File: src/hdl/sfce_pkg.sv
// ----------------------------------------------------------------------------
// sfce_pkg
// Shared types, codes and helpers for the SPI flash command engine.
// ----------------------------------------------------------------------------
package sfce_pkg;

  // Default page size in bytes
  localparam int PAGE_BYTES_DEF = 256;

  // Most result items one input item can cause (erase: header, deselect, poll)
  localparam int MAX_RES = 7;
  localparam int RES_CNT_W = $clog2(MAX_RES + 1);

  // Host function codes
  localparam logic [2:0] FN_READ_ID   = 3'd0;
  localparam logic [2:0] FN_WREN      = 3'd1;
  localparam logic [2:0] FN_ERASE     = 3'd2;
  localparam logic [2:0] FN_READ      = 3'd3;
  localparam logic [2:0] FN_PROG      = 3'd4;
  localparam logic [2:0] FN_PROG_BYTE = 3'd5;
  localparam logic [2:0] FN_FLASH_BYTE = 3'd6;

  // SPI action codes
  localparam logic [2:0] OP_SEND  = 3'd0;
  localparam logic [2:0] OP_RECV  = 3'd1;
  localparam logic [2:0] OP_DESEL = 3'd2;
  localparam logic [2:0] OP_FILL  = 3'd3;
  localparam logic [2:0] OP_NONE  = 3'd4;

  // Flash opcodes
  localparam logic [7:0] CMD_RDID  = 8'h9F;
  localparam logic [7:0] CMD_WREN  = 8'h06;
  localparam logic [7:0] CMD_SE    = 8'hD8;
  localparam logic [7:0] CMD_READ  = 8'h03;
  localparam logic [7:0] CMD_PP    = 8'h02;
  localparam logic [7:0] CMD_RDSR  = 8'h05;

  // One result item (last is derived by the sequencer)
  typedef struct packed {
    logic [2:0]  spi_op;
    logic [7:0]  tx_byte;
    logic [8:0]  fill_count;
    logic        host_valid;
    logic [7:0]  host_byte;
    logic [23:0] id_value;
    logic        done_res;
    logic        error;
  } sfce_res_t;

  // Result list for one input item, entry 0 goes out first
  typedef struct packed {
    sfce_res_t [MAX_RES-1:0] res;
    logic [RES_CNT_W-1:0]    n;
  } sfce_list_t;

  // Plain action with an optional byte to send
  function automatic sfce_res_t mk_res(input logic [2:0] op, input logic [7:0] tx);
    sfce_res_t r;
    r = '0;
    r.spi_op = op;
    r.tx_byte = tx;
    return r;
  endfunction

  // Rejected item
  function automatic sfce_res_t mk_reject();
    sfce_res_t r;
    r = '0;
    r.spi_op = OP_NONE;
    r.error = 1'b1;
    return r;
  endfunction

endpackage

File: src/hdl/sfce_ctrl.sv
// ----------------------------------------------------------------------------
// sfce_ctrl
// Phase machine and decoder: builds the result list for an accepted item.
// ----------------------------------------------------------------------------
module sfce_ctrl #(
  parameter int PAGE_BYTES = sfce_pkg::PAGE_BYTES_DEF
) (
  input  logic                clk,
  input  logic                rst_n,
  input  logic                in_fire,
  input  logic [2:0]          in_func,
  input  logic [23:0]         in_address,
  input  logic [20:0]         in_count,
  input  logic [7:0]          in_data_byte,
  output sfce_pkg::sfce_list_t list
);

  localparam int PadW = $clog2(PAGE_BYTES + 1);
  localparam logic [20:0] PageCnt = 21'(PAGE_BYTES);

  // Phase codes
  localparam logic [2:0] PH_IDLE   = 3'd0;
  localparam logic [2:0] PH_ID     = 3'd1;
  localparam logic [2:0] PH_READ   = 3'd2;
  localparam logic [2:0] PH_PROG   = 3'd3;
  localparam logic [2:0] PH_STATUS = 3'd4;

  logic [2:0]      phase_r, phase_nxt;
  logic [20:0]     remaining_r, remaining_nxt;
  logic [23:0]     id_acc_r, id_acc_nxt;
  logic [1:0]      id_idx_r, id_idx_nxt;
  logic [PadW-1:0] pad_r, pad_nxt;

  logic [20:0] rem_dec;
  logic [23:0] acc_shift;
  logic [1:0]  idx_inc;
  sfce_pkg::sfce_res_t desel_done;

  assign rem_dec   = remaining_r - 21'd1;
  assign acc_shift = {id_acc_r[15:0], in_data_byte};
  assign idx_inc   = id_idx_r + 2'd1;

  // Decode of the current item against the phase
  always_comb begin
    phase_nxt     = phase_r;
    remaining_nxt = remaining_r;
    id_acc_nxt    = id_acc_r;
    id_idx_nxt    = id_idx_r;
    pad_nxt       = pad_r;
    list          = '0;
    list.n        = sfce_pkg::RES_CNT_W'(1);
    list.res[0]   = sfce_pkg::mk_reject();
    desel_done    = sfce_pkg::mk_res(sfce_pkg::OP_DESEL, 8'h00);
    desel_done.done_res = 1'b1;

    if (in_func <= sfce_pkg::FN_PROG && phase_r != PH_IDLE) begin
      // command while busy: reject
    end else begin
      unique case (in_func)
        sfce_pkg::FN_READ_ID: begin
          list.res[0] = sfce_pkg::mk_res(sfce_pkg::OP_SEND, sfce_pkg::CMD_RDID);
          list.res[1] = sfce_pkg::mk_res(sfce_pkg::OP_RECV, 8'h00);
          list.n      = sfce_pkg::RES_CNT_W'(2);
          id_acc_nxt  = '0;
          id_idx_nxt  = '0;
          phase_nxt   = PH_ID;
        end
        sfce_pkg::FN_WREN: begin
          list.res[0] = sfce_pkg::mk_res(sfce_pkg::OP_SEND, sfce_pkg::CMD_WREN);
          list.res[1] = desel_done;
          list.n      = sfce_pkg::RES_CNT_W'(2);
        end
        sfce_pkg::FN_ERASE: begin
          list.res[0] = sfce_pkg::mk_res(sfce_pkg::OP_SEND, sfce_pkg::CMD_SE);
          list.res[1] = sfce_pkg::mk_res(sfce_pkg::OP_SEND, in_address[23:16]);
          list.res[2] = sfce_pkg::mk_res(sfce_pkg::OP_SEND, in_address[15:8]);
          list.res[3] = sfce_pkg::mk_res(sfce_pkg::OP_SEND, in_address[7:0]);
          list.res[4] = sfce_pkg::mk_res(sfce_pkg::OP_DESEL, 8'h00);
          list.res[5] = sfce_pkg::mk_res(sfce_pkg::OP_SEND, sfce_pkg::CMD_RDSR);
          list.res[6] = sfce_pkg::mk_res(sfce_pkg::OP_RECV, 8'h00);
          list.n      = sfce_pkg::RES_CNT_W'(7);
          phase_nxt   = PH_STATUS;
        end
        sfce_pkg::FN_READ: begin
          list.res[0] = sfce_pkg::mk_res(sfce_pkg::OP_SEND, sfce_pkg::CMD_READ);
          list.res[1] = sfce_pkg::mk_res(sfce_pkg::OP_SEND, in_address[23:16]);
          list.res[2] = sfce_pkg::mk_res(sfce_pkg::OP_SEND, in_address[15:8]);
          list.res[3] = sfce_pkg::mk_res(sfce_pkg::OP_SEND, in_address[7:0]);
          list.n      = sfce_pkg::RES_CNT_W'(5);
          if (in_count == 21'd0) begin
            // empty read: header then deselect
            list.res[4] = desel_done;
          end else begin
            list.res[4]   = sfce_pkg::mk_res(sfce_pkg::OP_RECV, 8'h00);
            remaining_nxt = in_count;
            phase_nxt     = PH_READ;
          end
        end
        sfce_pkg::FN_PROG: begin
          if (in_count != 21'd0 && in_count <= PageCnt) begin
            list.res[0]   = sfce_pkg::mk_res(sfce_pkg::OP_SEND, sfce_pkg::CMD_PP);
            list.res[1]   = sfce_pkg::mk_res(sfce_pkg::OP_SEND, in_address[23:16]);
            list.res[2]   = sfce_pkg::mk_res(sfce_pkg::OP_SEND, in_address[15:8]);
            list.res[3]   = sfce_pkg::mk_res(sfce_pkg::OP_SEND, in_address[7:0]);
            list.n        = sfce_pkg::RES_CNT_W'(4);
            remaining_nxt = in_count;
            pad_nxt       = PadW'(PageCnt - in_count);
            phase_nxt     = PH_PROG;
          end
        end
        sfce_pkg::FN_PROG_BYTE: begin
          if (phase_r == PH_PROG) begin
            list.res[0]   = sfce_pkg::mk_res(sfce_pkg::OP_SEND, in_data_byte);
            remaining_nxt = rem_dec;
            if (rem_dec == 21'd0) begin
              phase_nxt = PH_STATUS;
              if (pad_r != '0) begin
                // pad the rest of the page with 0xFF
                list.res[1] = sfce_pkg::mk_res(sfce_pkg::OP_FILL, 8'h00);
                list.res[1].fill_count = 9'(pad_r);
                list.res[2] = sfce_pkg::mk_res(sfce_pkg::OP_DESEL, 8'h00);
                list.res[3] = sfce_pkg::mk_res(sfce_pkg::OP_SEND, sfce_pkg::CMD_RDSR);
                list.res[4] = sfce_pkg::mk_res(sfce_pkg::OP_RECV, 8'h00);
                list.n      = sfce_pkg::RES_CNT_W'(5);
              end else begin
                list.res[1] = sfce_pkg::mk_res(sfce_pkg::OP_DESEL, 8'h00);
                list.res[2] = sfce_pkg::mk_res(sfce_pkg::OP_SEND, sfce_pkg::CMD_RDSR);
                list.res[3] = sfce_pkg::mk_res(sfce_pkg::OP_RECV, 8'h00);
                list.n      = sfce_pkg::RES_CNT_W'(4);
              end
            end
          end
        end
        sfce_pkg::FN_FLASH_BYTE: begin
          if (phase_r == PH_ID) begin
            id_acc_nxt = acc_shift;
            if (idx_inc == 2'd3) begin
              list.res[0] = desel_done;
              list.res[0].id_value = acc_shift;
              id_idx_nxt = '0;
              phase_nxt  = PH_IDLE;
            end else begin
              list.res[0] = sfce_pkg::mk_res(sfce_pkg::OP_RECV, 8'h00);
              id_idx_nxt  = idx_inc;
            end
          end else if (phase_r == PH_READ) begin
            remaining_nxt = rem_dec;
            if (rem_dec == 21'd0) begin
              list.res[0] = desel_done;
              phase_nxt   = PH_IDLE;
            end else begin
              list.res[0] = sfce_pkg::mk_res(sfce_pkg::OP_RECV, 8'h00);
            end
            list.res[0].host_valid = 1'b1;
            list.res[0].host_byte  = in_data_byte;
          end else if (phase_r == PH_STATUS) begin
            if (in_data_byte[0]) begin
              // still busy: poll again
              list.res[0] = sfce_pkg::mk_res(sfce_pkg::OP_DESEL, 8'h00);
              list.res[1] = sfce_pkg::mk_res(sfce_pkg::OP_SEND, sfce_pkg::CMD_RDSR);
              list.res[2] = sfce_pkg::mk_res(sfce_pkg::OP_RECV, 8'h00);
              list.n      = sfce_pkg::RES_CNT_W'(3);
            end else begin
              list.res[0] = desel_done;
              phase_nxt   = PH_IDLE;
            end
          end
        end
        default: begin
          // unknown function: reject
        end
      endcase
    end
  end

  // Phase state
  always_ff @(posedge clk) begin
    if (!rst_n) begin
      phase_r     <= PH_IDLE;
      remaining_r <= '0;
      id_acc_r    <= '0;
      id_idx_r    <= '0;
      pad_r       <= '0;
    end else if (in_fire) begin
      phase_r     <= phase_nxt;
      remaining_r <= remaining_nxt;
      id_acc_r    <= id_acc_nxt;
      id_idx_r    <= id_idx_nxt;
      pad_r       <= pad_nxt;
    end
  end

endmodule

File: src/hdl/sfce_seq.sv
// ----------------------------------------------------------------------------
// sfce_seq
// Result register: holds the list of one item and shifts it out in order.
// ----------------------------------------------------------------------------
module sfce_seq (
  input  logic                 clk,
  input  logic                 rst_n,
  input  logic                 in_valid,
  output logic                 in_ready,
  input  sfce_pkg::sfce_list_t list,
  output logic                 out_valid,
  input  logic                 out_ready,
  output sfce_pkg::sfce_res_t  out_res,
  output logic                 out_last
);

  sfce_pkg::sfce_res_t [sfce_pkg::MAX_RES-1:0] buf_r;
  logic [sfce_pkg::RES_CNT_W-1:0]              cnt_r;
  logic                                         load;
  logic                                         out_fire;

  assign out_valid = (cnt_r != '0);
  assign out_last  = (cnt_r == sfce_pkg::RES_CNT_W'(1));
  assign out_res   = buf_r[0];
  assign out_fire  = out_valid && out_ready;
  // take a new item once the final result of the previous one leaves
  assign in_ready  = !out_valid || (out_last && out_ready);
  assign load      = in_valid && in_ready;

  // Pending count
  always_ff @(posedge clk) begin
    if (!rst_n) begin
      cnt_r <= '0;
    end else if (load) begin
      cnt_r <= list.n;
    end else if (out_fire) begin
      cnt_r <= cnt_r - sfce_pkg::RES_CNT_W'(1);
    end
  end

  // Result entries, shifted towards entry 0
  always_ff @(posedge clk) begin
    if (load) begin
      buf_r <= list.res;
    end else if (out_fire) begin
      for (int i = 0; i < sfce_pkg::MAX_RES - 1; i++) begin
        buf_r[i] <= buf_r[i+1];
      end
    end
  end

endmodule

File: src/hdl/spi_flash_command_engine.sv
// ----------------------------------------------------------------------------
// spi_flash_command_engine
// Byte-level SPI NOR flash command sequencer for an external byte shifter.
// ----------------------------------------------------------------------------
// Usage:
//   The in_ channel carries host commands (read ID, write enable, erase, read,
//   page program, program data) and the bytes the flash returns (flash byte).
//   The out_ channel carries SPI byte actions (send, receive slot, deselect,
//   0xFF fill, none) with read data, the JEDEC id and done/error flags;
//   out_tlast marks the final result of each input transaction.
//   An item causes one to seven results. The phase machine decodes an item
//   in the cycle it is accepted; its results sit in a result register and
//   leave one per cycle while out_tready is high; the first is offered in
//   the cycle after acceptance. A new item is accepted in the same cycle
//   as the final result of the previous one is taken, and never earlier,
//   so the single result port sets the pace.
//   If the receiver stalls, the pending results hold and in_tready stays low
//   until the last of them is taken.
//   Reset returns to the idle phase with no results pending.
// ----------------------------------------------------------------------------
module spi_flash_command_engine #(
  parameter int PAGE_BYTES = sfce_pkg::PAGE_BYTES_DEF
) (
  input  logic        clk,
  input  logic        rst_n,
  input  logic        in_tvalid,
  output logic        in_tready,
  input  logic [55:0] in_tdata,   // address[23:0], count[44:24], data_byte[52:45]
  input  logic [2:0]  in_tuser,   // func
  output logic        out_tvalid,
  input  logic        out_tready,
  output logic [55:0] out_tdata,  // tx_byte[7:0], fill_count[16:8], host_valid[17],
                                  // host_byte[25:18], id_value[49:26], done_res[50],
                                  // error[51]
  output logic [2:0]  out_tuser,  // spi_op
  output logic        out_tlast
);

  sfce_pkg::sfce_list_t list;
  sfce_pkg::sfce_res_t  res;
  logic                 in_fire;

  assign in_fire = in_tvalid && in_tready;

  // Phase machine and decode
  sfce_ctrl #(
    .PAGE_BYTES(PAGE_BYTES)
  ) u_ctrl (
    .clk          (clk),
    .rst_n        (rst_n),
    .in_fire      (in_fire),
    .in_func      (in_tuser),
    .in_address   (in_tdata[23:0]),
    .in_count     (in_tdata[44:24]),
    .in_data_byte (in_tdata[52:45]),
    .list         (list)
  );

  // Result register and output sequencing
  sfce_seq u_seq (
    .clk       (clk),
    .rst_n     (rst_n),
    .in_valid  (in_tvalid),
    .in_ready  (in_tready),
    .list      (list),
    .out_valid (out_tvalid),
    .out_ready (out_tready),
    .out_res   (res),
    .out_last  (out_tlast)
  );

  // Output packing
  assign out_tuser = res.spi_op;
  assign out_tdata = {4'b0000, res.error, res.done_res, res.id_value, res.host_byte,
                      res.host_valid, res.fill_count, res.tx_byte};

  // An empty result register always takes a new item
  a_ready_when_empty: assert property (@(posedge clk) disable iff (!rst_n)
    !out_tvalid |-> in_tready)
    else $error("in_tready low with no results pending");

  // A rejected item gives a single no-op result
  a_error_single: assert property (@(posedge clk) disable iff (!rst_n)
    out_tvalid && out_tdata[51] |-> out_tuser == sfce_pkg::OP_NONE && out_tlast)
    else $error("error result not a lone no-op");

  // Completion is always the final result of its item
  a_done_last: assert property (@(posedge clk) disable iff (!rst_n)
    out_tvalid && out_tdata[50] |-> out_tlast && out_tuser == sfce_pkg::OP_DESEL)
    else $error("done result not a final deselect");

  // Read data only comes with a receive slot or the closing deselect
  a_host_data_op: assert property (@(posedge clk) disable iff (!rst_n)
    out_tvalid && out_tdata[17] |->
      (out_tuser == sfce_pkg::OP_RECV || out_tuser == sfce_pkg::OP_DESEL) && out_tlast)
    else $error("host data on unexpected action");

endmodule

File: config.mk
export PLATFORM = sky130hd
export DESIGN_NAME = spi_flash_command_engine
export DESIGN_NICKNAME = d
export VERILOG_FILES = /design/src/hdl/sfce_pkg.sv /design/src/hdl/sfce_ctrl.sv /design/src/hdl/sfce_seq.sv /design/src/hdl/spi_flash_command_engine.sv
export SDC_FILE = /design/constraint.sdc
export NUM_CORES = 1
export LEC_CHECK = 0
export BUFFER_PORTS_ARGS = -buffer_cell sky130_fd_sc_hd__clkbuf_2
export CAP_MARGIN = 20
export CORE_MARGIN = 2
export CORE_UTILIZATION = 55
export DETAILED_ROUTE_END_ITERATION = 10
export HOLD_SLACK_MARGIN = 0.15
export PLACE_DENSITY_LB_ADDON = 0.08
export SLEW_MARGIN = 25
export SYNTH_ARGS = -nofsm -noshare
export SYNTH_HDL_FRONTEND = slang
export SYNTH_HIERARCHICAL = 1
export SYNTH_SLANG_ARGS = --single-unit
File: constraint.sdc
create_clock -name clk -period 6 [get_ports clk]
set_input_delay 0.3 -clock clk [delete_from_list [all_inputs] [get_ports clk]]
set_output_delay 0.3 -clock clk [all_outputs]
set_load 0.005 [all_outputs]
==> flow_results.org, run 1 <==
** Route
- In the routed layout, each cell is associated on average with a via count of 4.673.
- In the routed design, unresolved DRC markers number 0.
- Post-DR wirelength/cell :: 13.98 microns
- Number of nets still failing antenna checks after routing :: 0
- Via Count :: 14,183
- Wires add up to 42,440 microns.
- After the first detailed-routing iteration, the DRC count stood at 1,153.
- Pre-Repair DR Iteration Count :: 5

** CTS
- In this run, CTS created clock tree buffers numbering 48.
- In this run the clock root is driven by a sky130_fd_sc_hd__clkbuf_16.
- TritonCTS built the clock tree.
- Number of resized instances in the post-cts repair step :: 0
- Maximum root-to-sink buffer count :: 3
- After clock tree synthesis, the clock-pin slew on the worst setup and hold paths is 0.06 ns.
- Depth of the CTS H-tree :: 2
- Clock sink count :: 439
- The clock reaches the later pin of the worst-skew pair after 0.57 ns.

** Placement
- Post-place instance area :: 0.02192 sq mm
- DP Wirelength :: 25,060 microns
- The congestion estimate from routability-driven global placement came to 0.8445.
- Number of cells in the design after placement :: 2,898
- During placement, the flow inserted port buffers numbering 117.

** Min path
- Hold Path Origin :: in_tdata[38]
- Worst min-delay path category :: in2reg

** Layout
- Post-Layout Inst Area :: 0.02390 sq mm
- After the flow finishes, the layout carries non-filler instances totaling 3,035.
- The area growth from synthesis to layout is 5.014%.
- 0 antenna diodes ended up in the layout.
- # nets final :: 2,534
- Cells with a size suffix above 1 make up 8.670% of the layout.

** Timing
- Post-route worst hold slack :: 0.1769 ns
- The routed design could run at a clock period as short as 3.803 ns.
- Maximum achievable frequency :: 262.9 MHz
- Max transition margin :: 34.43%
- Post-Route Setup TNS :: 0 ns
- Tightest Pin Transition :: 0.9784 ns
- Dividing the final minimum period by the clock period gives 63.39%.
- The number of pins exceeding their max-slew limit in the final report is 0.
- The number of hold-slack violations in the final timing report was 0.
- Clock tree skew after final layout :: 0.009866 ns
- Setup repair after global routing left no endpoint under its margin.
- Final Setup Violations :: 0

** Synth
- After synthesis, the largest area contributor takes up 50.80% of total cell area.
- Sorting the synthesized cells by area gives the leading types as sky130_fd_sc_hd__edfxtp_1 51%, sky130_fd_sc_hd__nand2_1 18%, sky130_fd_sc_hd__buf_4 12%.
- In this run, synthesis inferred 385 flip-flops with an integrated enable.
- After synthesis the cells add up to 0.02276 sq mm.
- Dividing the synthesized area by the synthesized cell count gives 9.444 sq um.
- Yosys printed 6 warnings.
- Count of distinct cell types in the synthesized netlist :: 68
- The synthesized design contains 439 register bits.
- Most instantiated flip-flop cell in the synthesis netlist :: sky130_fd_sc_hd__edfxtp_1
- sky130_fd_sc_hd__edfxtp_1 takes more of the synthesized area than any other cell.
- Proportion of synthesized chip area in sequential cells :: 55.55%
- In the synthesized netlist the async set-or-reset flop fraction comes to 0%.
- Multiplexer share of the synthesized area :: 0.6267%
- Largest family of logic cells by synthesized area :: simple AND/OR/NAND/NOR gates
- The synthesized netlist devotes 4.316% of its cell area to compound gates.
- Post-synthesis cell count :: 2,410
- XOR/XNOR Fraction of Synth Area :: 0.5772%
- The synthesized netlist devotes 0.3299% of its cell area to adder and majority cells.
- Simple-gate portion of the synthesized area :: 23.54%

** Critical path
- STA classifies the critical path endpoint as a flop.
- Worst flop-to-flop path startpoint :: u_ctrl/remaining_r[0]
- Of all nets on the critical path, the largest fanout is 25.
- Worst setup startpoint :: in_tdata[24]
- Data arrives at the worst endpoint at 4.32 ns.
- Required time at the worst-slack endpoint :: 6.52 ns
- CP Class :: in2reg
- Critical path startpoint category :: input pin

** Global routing
- Remaining Overflow, GRT :: 0
- Entering global routing, the biggest net connects 180 pins.
- Antenna violations before repair :: 0
- Wire length of the first global-routing pass :: 69,010 microns
- The via count of the first global-routing pass came to 13,239.
- Across every metal layer, demand over resource in global routing totals 19.78%.

** Floorplanning
- Horizontal die dimension :: 207.4 microns
- Initial core utilization :: 55.74%
- Area of the core :: 0.04083 sq mm
- Die boundary height :: 207.4 microns
- Area of the die :: 0.04302 sq mm
- I/O Pins :: 125
- Count of standard-cell rows :: 74

** Power
- Dividing total power by cell area gives a power density of 481.4 mW/mm^2.
- Across the VDD grid, the largest voltage drop is 0.0002787 V.
- LEAKAGE :: 10.81 nW

** Run status
- The run finished with clean final reports.

** Run
- Across the run, the number of max-cap violations was 0.
==> path summary, 6_finish.rpt <==
kind | end | slack, ns | cells past startpoint
max | u_seq/cnt_r[2] | 2.20 | 14
min | u_ctrl/remaining_r[14] | 0.18 | 5
max reg2reg | u_seq/cnt_r[2] | 2.43 | 11
min reg2reg | u_ctrl/id_acc_r[13] | 0.47 | 2
==> cell usage after synthesis (3+ instances only) <==
cell	number
sky130_fd_sc_hd__a21oi_1	23
sky130_fd_sc_hd__edfxtp_1	385
sky130_fd_sc_hd__nor2_1	49
sky130_fd_sc_hd__and2_1	46
sky130_fd_sc_hd__nand3_1	28
sky130_fd_sc_hd__a21boi_1	10
sky130_fd_sc_hd__nand2_1	1064
sky130_fd_sc_hd__xnor2_1	8
sky130_fd_sc_hd__xor2_1	7
sky130_fd_sc_hd__a21o_1	10
sky130_fd_sc_hd__o21ai_0	40
sky130_fd_sc_hd__buf_2	36
sky130_fd_sc_hd__nand4_1	6
sky130_fd_sc_hd__o211ai_1	4
sky130_fd_sc_hd__o31ai_1	6
sky130_fd_sc_hd__dfxtp_1	54
sky130_fd_sc_hd__a21boi_0	26
sky130_fd_sc_hd__buf_6	25
sky130_fd_sc_hd__nand2b_1	8
sky130_fd_sc_hd__clkbuf_1	39
sky130_fd_sc_hd__o2111ai_1	3
sky130_fd_sc_hd__or4_1	4
sky130_fd_sc_hd__o21a_1	4
sky130_fd_sc_hd__o21ai_1	3
sky130_fd_sc_hd__nor2b_1	20
sky130_fd_sc_hd__or3_1	5
sky130_fd_sc_hd__and3_1	23
sky130_fd_sc_hd__buf_4	364
sky130_fd_sc_hd__nor4_1	10
sky130_fd_sc_hd__nor3_1	19
sky130_fd_sc_hd__ha_1	6
sky130_fd_sc_hd__mux2i_1	12
sky130_fd_sc_hd__inv_1	14
sky130_fd_sc_hd__buf_1	6
sky130_fd_sc_hd__nand3b_1	3
==> routing by layer <==
metal | routed length [microns] | vias up | track usage, %
met2 | 18580 | 316 | 30.18
li1 | - | 7355 | -
met5 | 0 | - | 0
met1 | 20470 | 6428 | 28.51
met4 | 1153 | 0 | 6.773
met3 | 2241 | 84 | 3.722
==> timing repair <==
item	in CTS	in global routing
endpoints found under the setup margin	0	0
setup buffers	0	0
endpoints found under the hold margin	48	0
hold buffers	48	0
==> cell families (layout without fill, tap and decap cells) <==
family / Yosys count / after routing
buffers and inverters: 485 / 282
and+or+nand+nor: 1301 / 1301
adders and majority gates: 6 / 6
muxes: 14 / 14
DFF: 439 / 439
AOI/OAI and AO/OA: 148 / 148
other: 2 / 298
xor gates and xnor gates: 15 / 15
==> per-stage QoR <==
stage	total power [mW]	utilization [%]	setup slack, ns
after CTS	11.62	58.47	2.257
final	11.50	58.53	2.197
after detailed placement	8.793	53.67	2.364
after global routing	12.32	58.53	2.031
after floorplan	8.392	-	0.3902
after global placement	8.695	53.67	2.445
==> worst max-delay path: stages <==
cell                            delay (ns)
sky130_fd_sc_hd__dlygate4sd3_1        0.53
sky130_fd_sc_hd__clkbuf_2             0.14
sky130_fd_sc_hd__inv_1                0.08
sky130_fd_sc_hd__ha_1                 0.21
sky130_fd_sc_hd__or4b_4               0.52
sky130_fd_sc_hd__o41a_1               0.32
sky130_fd_sc_hd__or4_4                0.50
sky130_fd_sc_hd__nor2_1               0.17
sky130_fd_sc_hd__o211ai_1             0.13
sky130_fd_sc_hd__o21ai_2              0.38
sky130_fd_sc_hd__nand2b_1             0.22
sky130_fd_sc_hd__o211ai_1             0.10
sky130_fd_sc_hd__nor2_1               0.16
sky130_fd_sc_hd__dlygate4sd3_1        0.55
==> cells in the final DEF (no fill, tap or decap), types with 7 or more instances in the layout <==
| master | instances |
|---|---|
| sky130_fd_sc_hd__xnor2_1 | 8 |
| sky130_fd_sc_hd__a21o_1 | 10 |
| sky130_fd_sc_hd__nand3_1 | 28 |
| sky130_fd_sc_hd__nor2b_1 | 20 |
| sky130_fd_sc_hd__nor4_1 | 10 |
| sky130_fd_sc_hd__mux2i_1 | 12 |
| sky130_fd_sc_hd__inv_1 | 14 |
| sky130_fd_sc_hd__nand2_1 | 1064 |
| sky130_fd_sc_hd__a21boi_0 | 26 |
| sky130_fd_sc_hd__and2_1 | 46 |
| sky130_fd_sc_hd__nor3_1 | 19 |
| sky130_fd_sc_hd__conb_1 | 298 |
| sky130_fd_sc_hd__and3_1 | 23 |
| sky130_fd_sc_hd__nand2b_1 | 8 |
| sky130_fd_sc_hd__clkinv_2 | 11 |
| sky130_fd_sc_hd__dlygate4sd3_1 | 48 |
| sky130_fd_sc_hd__buf_4 | 9 |
| sky130_fd_sc_hd__xor2_1 | 7 |
| sky130_fd_sc_hd__clkbuf_16 | 50 |
| sky130_fd_sc_hd__clkbuf_1 | 13 |
| sky130_fd_sc_hd__o21ai_0 | 40 |
| sky130_fd_sc_hd__dfxtp_1 | 54 |
| sky130_fd_sc_hd__a21oi_1 | 23 |
| sky130_fd_sc_hd__clkbuf_2 | 116 |
| sky130_fd_sc_hd__a21boi_1 | 10 |
| sky130_fd_sc_hd__nor2_1 | 49 |
| sky130_fd_sc_hd__edfxtp_1 | 385 |
==> flip-flops by register name, summed over array words and instances (netlist names) <==
signal and cells:
u_seq/buf_r 330, u_ctrl/remaining_r 21, u_seq/out_res 55, u_ctrl/pad_r 9
u_ctrl/id_acc_r 16, u_seq/cnt_r 3, u_ctrl/phase_r 3, u_ctrl/id_idx_r 2
==> cell type report <==
type | count | area [sq um]
Fill cell | 3543 | 16930
Tap cell | 532 | 665.6
Clock buffer | 67 | 1355
Multi-Input combinational cell | 1782 | 7829
Clock inverter | 21 | 121.4
Sequential cell | 439 | 12640
Inverter | 15 | 68.82
Timing Repair Buffer | 179 | 1219
==> power breakdown <==
group / leakage, nW / switching, mW / total (mW) / internal, mW
clock: 0.727 / 1.18 / 2.76 / 1.58
sequential: 4.24 / 0.402 / 5.65 / 5.24
combinational: 5.84 / 2.14 / 3.10 / 0.957
No activity file was read; power rests on OpenSTA's default activity.
==> run 2: changes to the inputs <==
Clock period 6 ns to 3.3 ns, I/O delays scaled along.
==> run 2 against run 1 <==
Cell area up 1.5%. Routed wire length rose by 1.3%. Sequential share of layout area down 0.77 points. First-iteration DRC count is 11% lower. Critical path type unchanged. Largest cell class unchanged. Highest routed layer unchanged.
==> flow_results.org, run 2 (synthesized netlist as in run 1, its figures left out) <==
** Layout
- Non-Filler Instances :: 3,072 (was 3,035)
- The number of fillers in the final layout is 3,465 (was 3,543).
- The layout overhead on the synthesized area was 6.569% (was 5.014%).
- Commonest cells after routing, fill and taps aside :: 1,064 x sky130_fd_sc_hd__nand2_1, 385 x sky130_fd_sc_hd__edfxtp_1, 298 x sky130_fd_sc_hd__conb_1, 116 x sky130_fd_sc_hd__clkbuf_2, 57 x sky130_fd_sc_hd__dlygate4sd3_1 (was 1,064 x sky130_fd_sc_hd__nand2_1, 385 x sky130_fd_sc_hd__edfxtp_1, 298 x sky130_fd_sc_hd__conb_1, 116 x sky130_fd_sc_hd__clkbuf_2, 54 x sky130_fd_sc_hd__dfxtp_1)
- The number of flip-flops in the largest register is 330 (unchanged).
- The post-route cell area is 0.02425 sq mm (was 0.02390 sq mm).
- Fraction of layout cells with a size suffix above 1 :: 9.409% (was 8.670%)
- The layout net count was 2,572 (was 2,534).
- The leading cell type in the layout, fill and taps excluded was sky130_fd_sc_hd__nand2_1 (unchanged).
- Diode insertion count for antenna repair :: 0 (unchanged)
- The register name with the most flops is u_seq/buf_r (unchanged).

** Critical path
- The critical register-to-register path endpoint is u_seq/buf_r[209] (was u_seq/cnt_r[2]).
- R2r worst-path depth :: 12 (was 11)
- Required time at the worst-slack endpoint :: 3.80 ns (was 6.52 ns)
- The highest-delay cell along the critical path is sky130_fd_sc_hd__dlygate4sd3_1 (unchanged).
- The maximum fanout encountered on the critical timing path came to 12 (was 25).
- The worst path arrival time was 3.68 ns (was 4.32 ns).
- The critical register-to-register path startpoint is u_ctrl/remaining_r[0] (unchanged).
- The delay of the slowest cell on the worst path came to 0.54 ns (was 0.55 ns).
- Count of buffering cells on the critical path with inverters included :: 4 (unchanged)
- Worst-path cell chain: dlygate4sd3_1 > clkbuf_2 > inv_1 > ha_1 > or4b_4 > o41a_1 > or4_4 > a31oi_4 > and3_1 > buf_4 > nand2b_1 > a21boi_0 (was dlygate4sd3_1 > clkbuf_2 > inv_1 > ha_1 > or4b_4 > o41a_1 > or4_4 > nor2_1 > o211ai_1 > o21ai_2 > nand2b_1 > o211ai_1 > nor2_1 > dlygate4sd3_1).
- The classification of the worst setup path was in2reg (unchanged).
- Critical path startpoint category :: input pin (unchanged)
- Critical Path End :: u_ctrl/remaining_r[9] (was u_seq/cnt_r[2])
- The total number of cells along the worst setup path was 12 (was 14).
- Crit path capture type :: flop (unchanged)
- Cell class contributing the biggest share of worst-path delay :: simple AND/OR/NAND/NOR gates (unchanged)
- The internal reg-to-reg setup slack was 0.27 ns (was 2.43 ns).
- The worst setup path startpoint was in_tdata[24] (unchanged).

** Timing
- Endpoints failing hold :: 0 (unchanged)
- Clock tree skew after final layout :: 0.01259 ns (was 0.009866 ns)
- Static timing analysis puts the maximum clock frequency at 314.9 MHz.
- Post-Route Setup TNS :: 0 ns (unchanged)
- After layout, the worst path uses 96.22% of the clock period.
- Final Critical Period :: 3.175 ns
- Worst Slack Setup Final :: 0.1246 ns (was 2.197 ns)
- The slew at the pin with the worst max-slew slack is 0.9126 ns (was 0.9784 ns).
- The total setup violations reported at the end of the flow is 0 (unchanged).
- Setup repair after global routing missed its margin :: no (unchanged)
- Max transition margin :: 39.16% (was 34.43%)
- Post-route worst hold slack :: 0.2257 ns (was 0.1769 ns)
- The number of pins exceeding their max-slew limit in the final report is 0 (unchanged).

** Floorplanning
- Die boundary height :: 207.4 microns (unchanged)
- The width of the die came to 207.4 microns (unchanged).
- The die area was 0.04302 sq mm (unchanged).
- Count of standard-cell rows :: 74 (unchanged)
- I/O Pins :: 125 (unchanged)
- The total core area is 0.04083 sq mm (unchanged).
- Initial core utilization :: 55.74% (unchanged)

** CTS
- The largest buffer count on any clock path was 3 (unchanged).
- Clock Pin Slew Worst Setup and Hold Paths :: 0.06 ns (about the same)
- Total setup buffers inserted after CTS :: 0 (unchanged)
- The level count of the clock H-tree came to 2 (unchanged).
- The TritonCTS buffer count was 48 (unchanged).
- Clock tree from TritonCTS :: done (unchanged)
- The clock root buffer is sky130_fd_sc_hd__clkbuf_16 (unchanged).
- The clock net sink count was 439 (unchanged).
- Clock insertion delay at the later pin of the skew report :: 0.57 ns (about the same)

** Route
- The iteration-0 DRC count of the detailed router was 1,027 (was 1,153).
- Pre-Repair DR Iteration Count :: 7 (was 5)
- Aggregate routed wire length :: 42,980 microns (was 42,440 microns)
- Post-DR wirelength/cell :: 13.99 microns (was 13.98 microns)
- The routed via count divided by cell count came to 4.624 (was 4.673).
- The total via count after detailed routing was 14,206 (was 14,183).
- Number of nets still failing antenna checks after routing :: 0 (unchanged)
- Remaining DRCs :: 0 (unchanged)

** Global routing
- The largest net degree at the start of global routing was 172 (was 180).
- The initial antenna violation count came to 0 (unchanged).
- Wire length of the first global-routing pass :: 70,620 microns (was 69,010 microns)
- Vias in the first global route :: 13,454 (was 13,239)
- Remaining Overflow, GRT :: 0 (unchanged)
- GRT Overall Usage :: 20.16% (was 19.78%)

** Placement
- Post-placement setup slack :: 0.1148 ns (was 2.364 ns)
- Number of cells in the design after placement :: 2,928 (was 2,898)
- The placer congestion estimate is 0.8670 (was 0.8445).
- IO buf count :: 117 (unchanged)
- Post-place instance area :: 0.02223 sq mm (was 0.02192 sq mm)
- DP Wirelength :: 26,600 microns (was 25,060 microns)

** Power
- The fraction of power spent switching nets is 32.38% (about the same).
- The switching power of the nets was 6.839 mW (was 3.725 mW).
- The internal power came to 14.28 mW (was 7.780 mW).
- Comb power frac :: 28.1% (was 27.0%)
- The register share of total power came to 48.4% (was 49.1%).
- Power density over the cells :: 870.7 mW/mm^2 (was 481.4 mW/mm^2)
- Worst-case vdd ir drop :: 0.0007811 V (was 0.0002787 V)
- The leakage power is 11.00 nW (was 10.81 nW).
- Clock network fraction of total power :: 23.5% (was 24.0%)

** Run
- The total of max-cap violations came to 0 (unchanged).

** Min path
- Worst min-delay path category :: in2reg (unchanged)

** Run status
- Result of the run: complete, no violations (unchanged).
[run 2: cell count changes in the layout (fill, tap and decap cells not counted), moves of 2 or more]
cell,change
sky130_fd_sc_hd__dlygate4sd3_1,+9
sky130_fd_sc_hd__clkinv_2,-3
sky130_fd_sc_hd__clkinv_1,+5
sky130_fd_sc_hd__buf_4,+25
sky130_fd_sc_hd__buf_6,-2
sky130_fd_sc_hd__buf_12,+6
sky130_fd_sc_hd__clkbuf_8,-3
[run 2: cell type report]
class	instances	area (sq um)	share of cell area, %
clock buffers	64	1292	5.329
inverters	15	68.82	0.2837
clock inverters	23	147.6	0.6087
multi-input cells	1782	7844	32.34
repair buffers	217	1594	6.572
well taps	532	665.6	2.744
flip-flops and latches	439	12640	52.12
[run 2: worst min-delay path by stage]
stage	from	end	slack [ns]	cells past startpoint
2_1_floorplan	rst_n	u_seq/cnt_r[0]	0.30	2
3_3_place_gp	u_ctrl/id_acc_r[14]	u_ctrl/id_acc_r[14]	0.45	2
3_5_place_dp	u_ctrl/id_acc_r[15]	u_ctrl/id_acc_r[15]	0.46	2
4_1_cts	in_tuser[1]	u_ctrl/phase_r[0]	0.17	4
5_1_grt	in_tuser[1]	u_ctrl/phase_r[0]	0.26	4
6_report	in_tuser[1]	u_ctrl/phase_r[0]	0.23	4
[run 2: through the flow]
step / power (mW) / util (%)
2_1_floorplan: 15.10 / -
3_3_place_gp: 16.06 / 54.43
3_5_place_dp: 16.22 / 54.44
4_1_cts: 21.29 / 59.36
5_1_grt: 22.58 / 59.40
6_report: 21.12 / 59.40
[run 2: power groups by stage]
stage | Combinational [mW] | Sequential [mW] | Clock (mW)
2_1_floorplan | 4.99 | 10.1 | 0
3_3_place_gp | 5.78 | 10.3 | 0
3_5_place_dp | 5.90 | 10.3 | 0
4_1_cts | 5.97 | 10.2 | 5.09
5_1_grt | 6.84 | 10.4 | 5.30
6_report | 5.93 | 10.2 | 4.96
[run 2: tightest hold or removal path: cells and delay by family]
kind | cells | cell delay, ns
multiplexers | 1 | 0.07
AND/OR/NAND/NOR | 2 | 0.18
buffers and inverters | 1 | 0.33
[run 2: what timing repair did]
item / in CTS / in global routing
gates resized for setup: 0 / 3
endpoints found under the setup margin: 0 / 12
hold buffers: 57 / 0
endpoints found under the hold margin: 81 / 0
[run 2: per-layer routing]
metal  up-vias  routed length, microns  global-route usage (%)
li1       7446                       -                       -
met1      6408                   21050                   29.49
met2       280                   18810                   30.64
met3        72                    1956                   3.162
met4         0                    1164                   7.143
met5         -                       0                       0
==> run 3: changes to the inputs <==
Settings changed: CORE_MARGIN 2 to 3, REMOVE_ABC_BUFFERS set to 1.
==> run 3 against run 2 <==
Cell count is 0.26% lower. Count of clock-buffer cells in the layout unchanged. Global-route usage down 1.2 points. Routed wire length is 3.0% lower. Combinational power fell by 2%. Clock power fell by 3%. Critical path depth stayed put. Fmax is 2.0% higher. Die area increased by 1.9%. Register-to-register slack about the same. Critical path type unchanged. Critical endpoint unchanged. Largest cell class unchanged.
==> flow_results.org, run 3 (synthesized netlist as in run 1, its figures left out) <==
** Critical path
- The required time reported for the critical path endpoint was 3.78 ns (was 3.80 ns).
- Critical path startpoint category :: input pin (unchanged)
- R2r worst-path depth :: 12 (unchanged)
- Biggest cell delay along the critical path :: 0.53 ns (was 0.54 ns)
- The classification of the worst setup path is in2reg (unchanged).
- The endpoint type of the worst setup path is a flop (unchanged).
- Slowest cell on the critical path :: sky130_fd_sc_hd__dlygate4sd3_1 (unchanged)
- Worst flop-to-flop path startpoint :: u_ctrl/remaining_r[0] (unchanged)
- FF-to-FF setup slack :: 0.28 ns (was 0.27 ns)
- The gate family responsible for the most delay along the worst path is simple AND/OR/NAND/NOR gates (unchanged).
- Count of buffering cells on the critical path with inverters included :: 4 (unchanged)
- Top fanout value on the critical path :: 13 (was 12)
- Worst-path cell chain :: dlygate4sd3_1 > clkbuf_2 > inv_1 > ha_1 > or4b_4 > o41a_1 > or4_4 > a31oi_4 > and3_2 > buf_4 > nand2b_1 > a21boi_0 (was dlygate4sd3_1 > clkbuf_2 > inv_1 > ha_1 > or4b_4 > o41a_1 > or4_4 > a31oi_4 > and3_1 > buf_4 > nand2b_1 > a21boi_0)
- The worst path arrival time was 3.59 ns (was 3.68 ns).
- Critical register-to-register path endpoint :: u_seq/buf_r[90] (was u_seq/buf_r[209])

** Placement
- Number of cells in the design after placement :: 2,923 (was 2,928)
- The port buffer count is 117 (unchanged).
- Post-place instance area :: 0.02228 sq mm (was 0.02223 sq mm)
- The placer congestion estimate came to 0.8987 (was 0.8670).
- The HPWL reported at the end of detailed placement was 24,830 microns (was 26,600 microns).

** CTS
- The clock net sink count is 439 (unchanged).
- Clock insertion delay at the later pin of the skew report :: 0.57 ns (about the same)
- Depth of the CTS H-tree :: 2 (unchanged)
- The clock tree from TritonCTS was done (unchanged).
- Maximum root-to-sink buffer count :: 3 (unchanged)
- Number of buffers created by CTS :: 48 (unchanged)
- CTS root buffer :: sky130_fd_sc_hd__clkbuf_16 (unchanged)
- The clock transition at the registers of the reported paths was 0.06 ns (about the same).

** Power
- LEAKAGE :: 11.00 nW (about the same)
- The internal power is 14.17 mW (was 14.28 mW).
- Switching power of the nets :: 6.561 mW (was 6.839 mW)
- Power density over the cells :: 854.7 mW/mm^2 (was 870.7 mW/mm^2)
- Switching share of total power :: 31.65% (was 32.38%)
- The highest ir drop seen on vdd is 0.0007121 V (was 0.0007811 V).
- Clock network fraction of total power :: 23.1% (was 23.5%)
- Comb power frac :: 27.9% (was 28.1%)
- Sequential share of power :: 49.0% (was 48.4%)

** Global routing
- The combined global-route utilization of all metal layers came to 19.01% (was 20.16%).
- Maximum number of pins on one net before global-route repair :: 169 (was 172)
- The initial antenna violation count is 0 (unchanged).
- The global-route wire length before repair came to 68,680 microns (was 70,620 microns).
- The via count of the first global-routing pass was 13,677 (was 13,454).
- Remaining Overflow, GRT :: 0 (unchanged)

** Layout
- The post-route cell area came to 0.02426 sq mm (was 0.02425 sq mm).
- Number of flip-flops under the largest register name :: 330 (unchanged)
- The proportion of layout cells with a drive suffix above 1 is 9.531% (was 9.409%).
- The layout overhead on the synthesized area was 6.575% (was 6.569%).
- Diode insertion count for antenna repair :: 0 (unchanged)
- Largest reg by FF count :: u_seq/buf_r (unchanged)
- The layout net count is 2,575 (was 2,572).
- Count of filler cells inserted in the layout :: 3,419 (was 3,465)
- Commonest cells after routing, fill and taps aside :: 1,064 x sky130_fd_sc_hd__nand2_1, 385 x sky130_fd_sc_hd__edfxtp_1, 298 x sky130_fd_sc_hd__conb_1, 116 x sky130_fd_sc_hd__clkbuf_2, 58 x sky130_fd_sc_hd__dlygate4sd3_1 (was 1,064 x sky130_fd_sc_hd__nand2_1, 385 x sky130_fd_sc_hd__edfxtp_1, 298 x sky130_fd_sc_hd__conb_1, 116 x sky130_fd_sc_hd__clkbuf_2, 57 x sky130_fd_sc_hd__dlygate4sd3_1)
- Commonest non-fill, non-tap cell in the layout :: sky130_fd_sc_hd__nand2_1 (unchanged)
- The number of cells in the finished layout apart from fillers came to 3,064 (was 3,072).

** Run
- Max Cap Violations :: 0 (unchanged)

** Timing
- The minimum hold slack came to 0.2656 ns (was 0.2257 ns).
- The slew at the pin with the worst max-slew slack came to 0.7227 ns (was 0.9126 ns).
- The number of hold-slack violations in the final timing report came to 0 (unchanged).
- Number of pins exceeding their max-slew limit in the final report :: 0 (unchanged)
- The relative slew slack was 51.82% (was 39.16%).
- The worst clock skew was 0.01385 ns (was 0.01259 ns).
- Final clock period utilization by the worst path :: 94.32% (was 96.22%)
- Maximum achievable frequency :: 321.3 MHz (was 314.9 MHz)
- Final Critical Period :: 3.113 ns (was 3.175 ns)
- Setup repair after global routing missed its margin: no (unchanged).
- The total setup violations reported at the end of the flow is 0 (unchanged).

** Floorplanning
- Area of the core :: 0.04028 sq mm (was 0.04083 sq mm)
- Die boundary height :: 209.4 microns (was 207.4 microns)
- The effective utilization at floorplan was 56.50% (was 55.74%).
- Horizontal die dimension :: 209.4 microns (was 207.4 microns)
- The count of boundary I/O pins is 125 (unchanged).
- The number of placement rows is 73 (was 74).
- The die area is 0.04386 sq mm (was 0.04302 sq mm).

** Run status
- Result of the run: complete, no violations (unchanged).

** Route
- Post-DR wirelength/cell :: 13.61 microns (was 13.99 microns)
- The number of detailed-routing iterations run before antenna repair was 5 (was 7).
- The iteration-0 DRC count of the detailed router is 1,113 (was 1,027).
- Remaining DRCs :: 0 (unchanged)
- The overall routed net length came to 41,710 microns (was 42,980 microns).
- The routed via count divided by cell count came to 4.709 (was 4.624).
- Number of nets still failing antenna checks after routing :: 0 (unchanged)
- Via Count :: 14,427 (was 14,206)

** Min path
- The launch point of the worst hold path was in_tuser[1] (unchanged).
- Worst min-delay path category :: in2reg (unchanged)
- Worst hold stages :: 4 (unchanged)
- Worst-case hold path end point :: u_ctrl/phase_r[0] (unchanged)
## run 3: tightest hold or removal path: cells and delay by family
family	cells	cell delay, ns
buffers and inverters	1	0.37
muxes	1	0.06
and+or+nand+nor	2	0.19
## run 3: repair_timing
action | 4_1_cts | 5_1_grt
hold buffers | 58 | 0
setup endpoints to repair | 0 | 18
buffers inserted | 0 | 0
endpoints found under the hold margin | 74 | 0
gates resized for setup | 0 | 6
## run 3: how the worst max path moves through the flow
stage	from	to	cells past startpoint
floorplan	u_seq/cnt_r[0]	u_seq/cnt_r[0]	7
global placement	in_tdata[24]	u_ctrl/remaining_r[9]	11
detailed placement	in_tdata[24]	u_ctrl/remaining_r[9]	11
CTS	in_tdata[24]	u_ctrl/remaining_r[9]	12
global route	u_ctrl/remaining_r[0]	u_seq/buf_r[90]	12
finish	in_tdata[24]	u_ctrl/remaining_r[9]	12
## run 3: power groups by stage
stage	registers (mW)	clock network, mW	logic [mW]
2_1_floorplan	9.85	0	3.55
3_3_place_gp	10.2	0	5.64
3_5_place_dp	10.3	0	5.77
4_1_cts	10.2	4.94	5.86
5_1_grt	10.4	5.13	6.71
6_report	10.2	4.79	5.79
## run 3: metal layers
layer / up-vias / wire [microns] / global-route usage [%]
met5: - / 0 / 0
met4: 0 / 1053 / 5.935
met2: 292 / 19690 / 31.37
met3: 71 / 1951 / 2.960
met1: 6624 / 19010 / 26.08
li1: 7440 / - / -
## run 3: metrics by stage
step                      util, %  power (mW)  worst slack [ns]  setup TNS, ns
after global placement      55.31       15.85            0.1515              0
after floorplan                 -       13.41            -9.154       -2775.36
after CTS                   60.16       20.99           0.06956              0
after detailed placement    55.31       16.05           0.07099              0
final                       60.22       20.73            0.1873              0
after global routing        60.22       22.22           0.02247              0
## run 3: layout make-up
cell class | count | area (sq um) | share of cell area [%]
sequential | 439 | 12640 | 52.12
clock buffer | 64 | 1282 | 5.287
timing repair buffer | 220 | 1657 | 6.830
multi-input combinational | 1782 | 7859 | 32.40
tap | 525 | 656.9 | 2.708
inverter | 15 | 68.82 | 0.2837
clock inverter | 19 | 90.09 | 0.3714
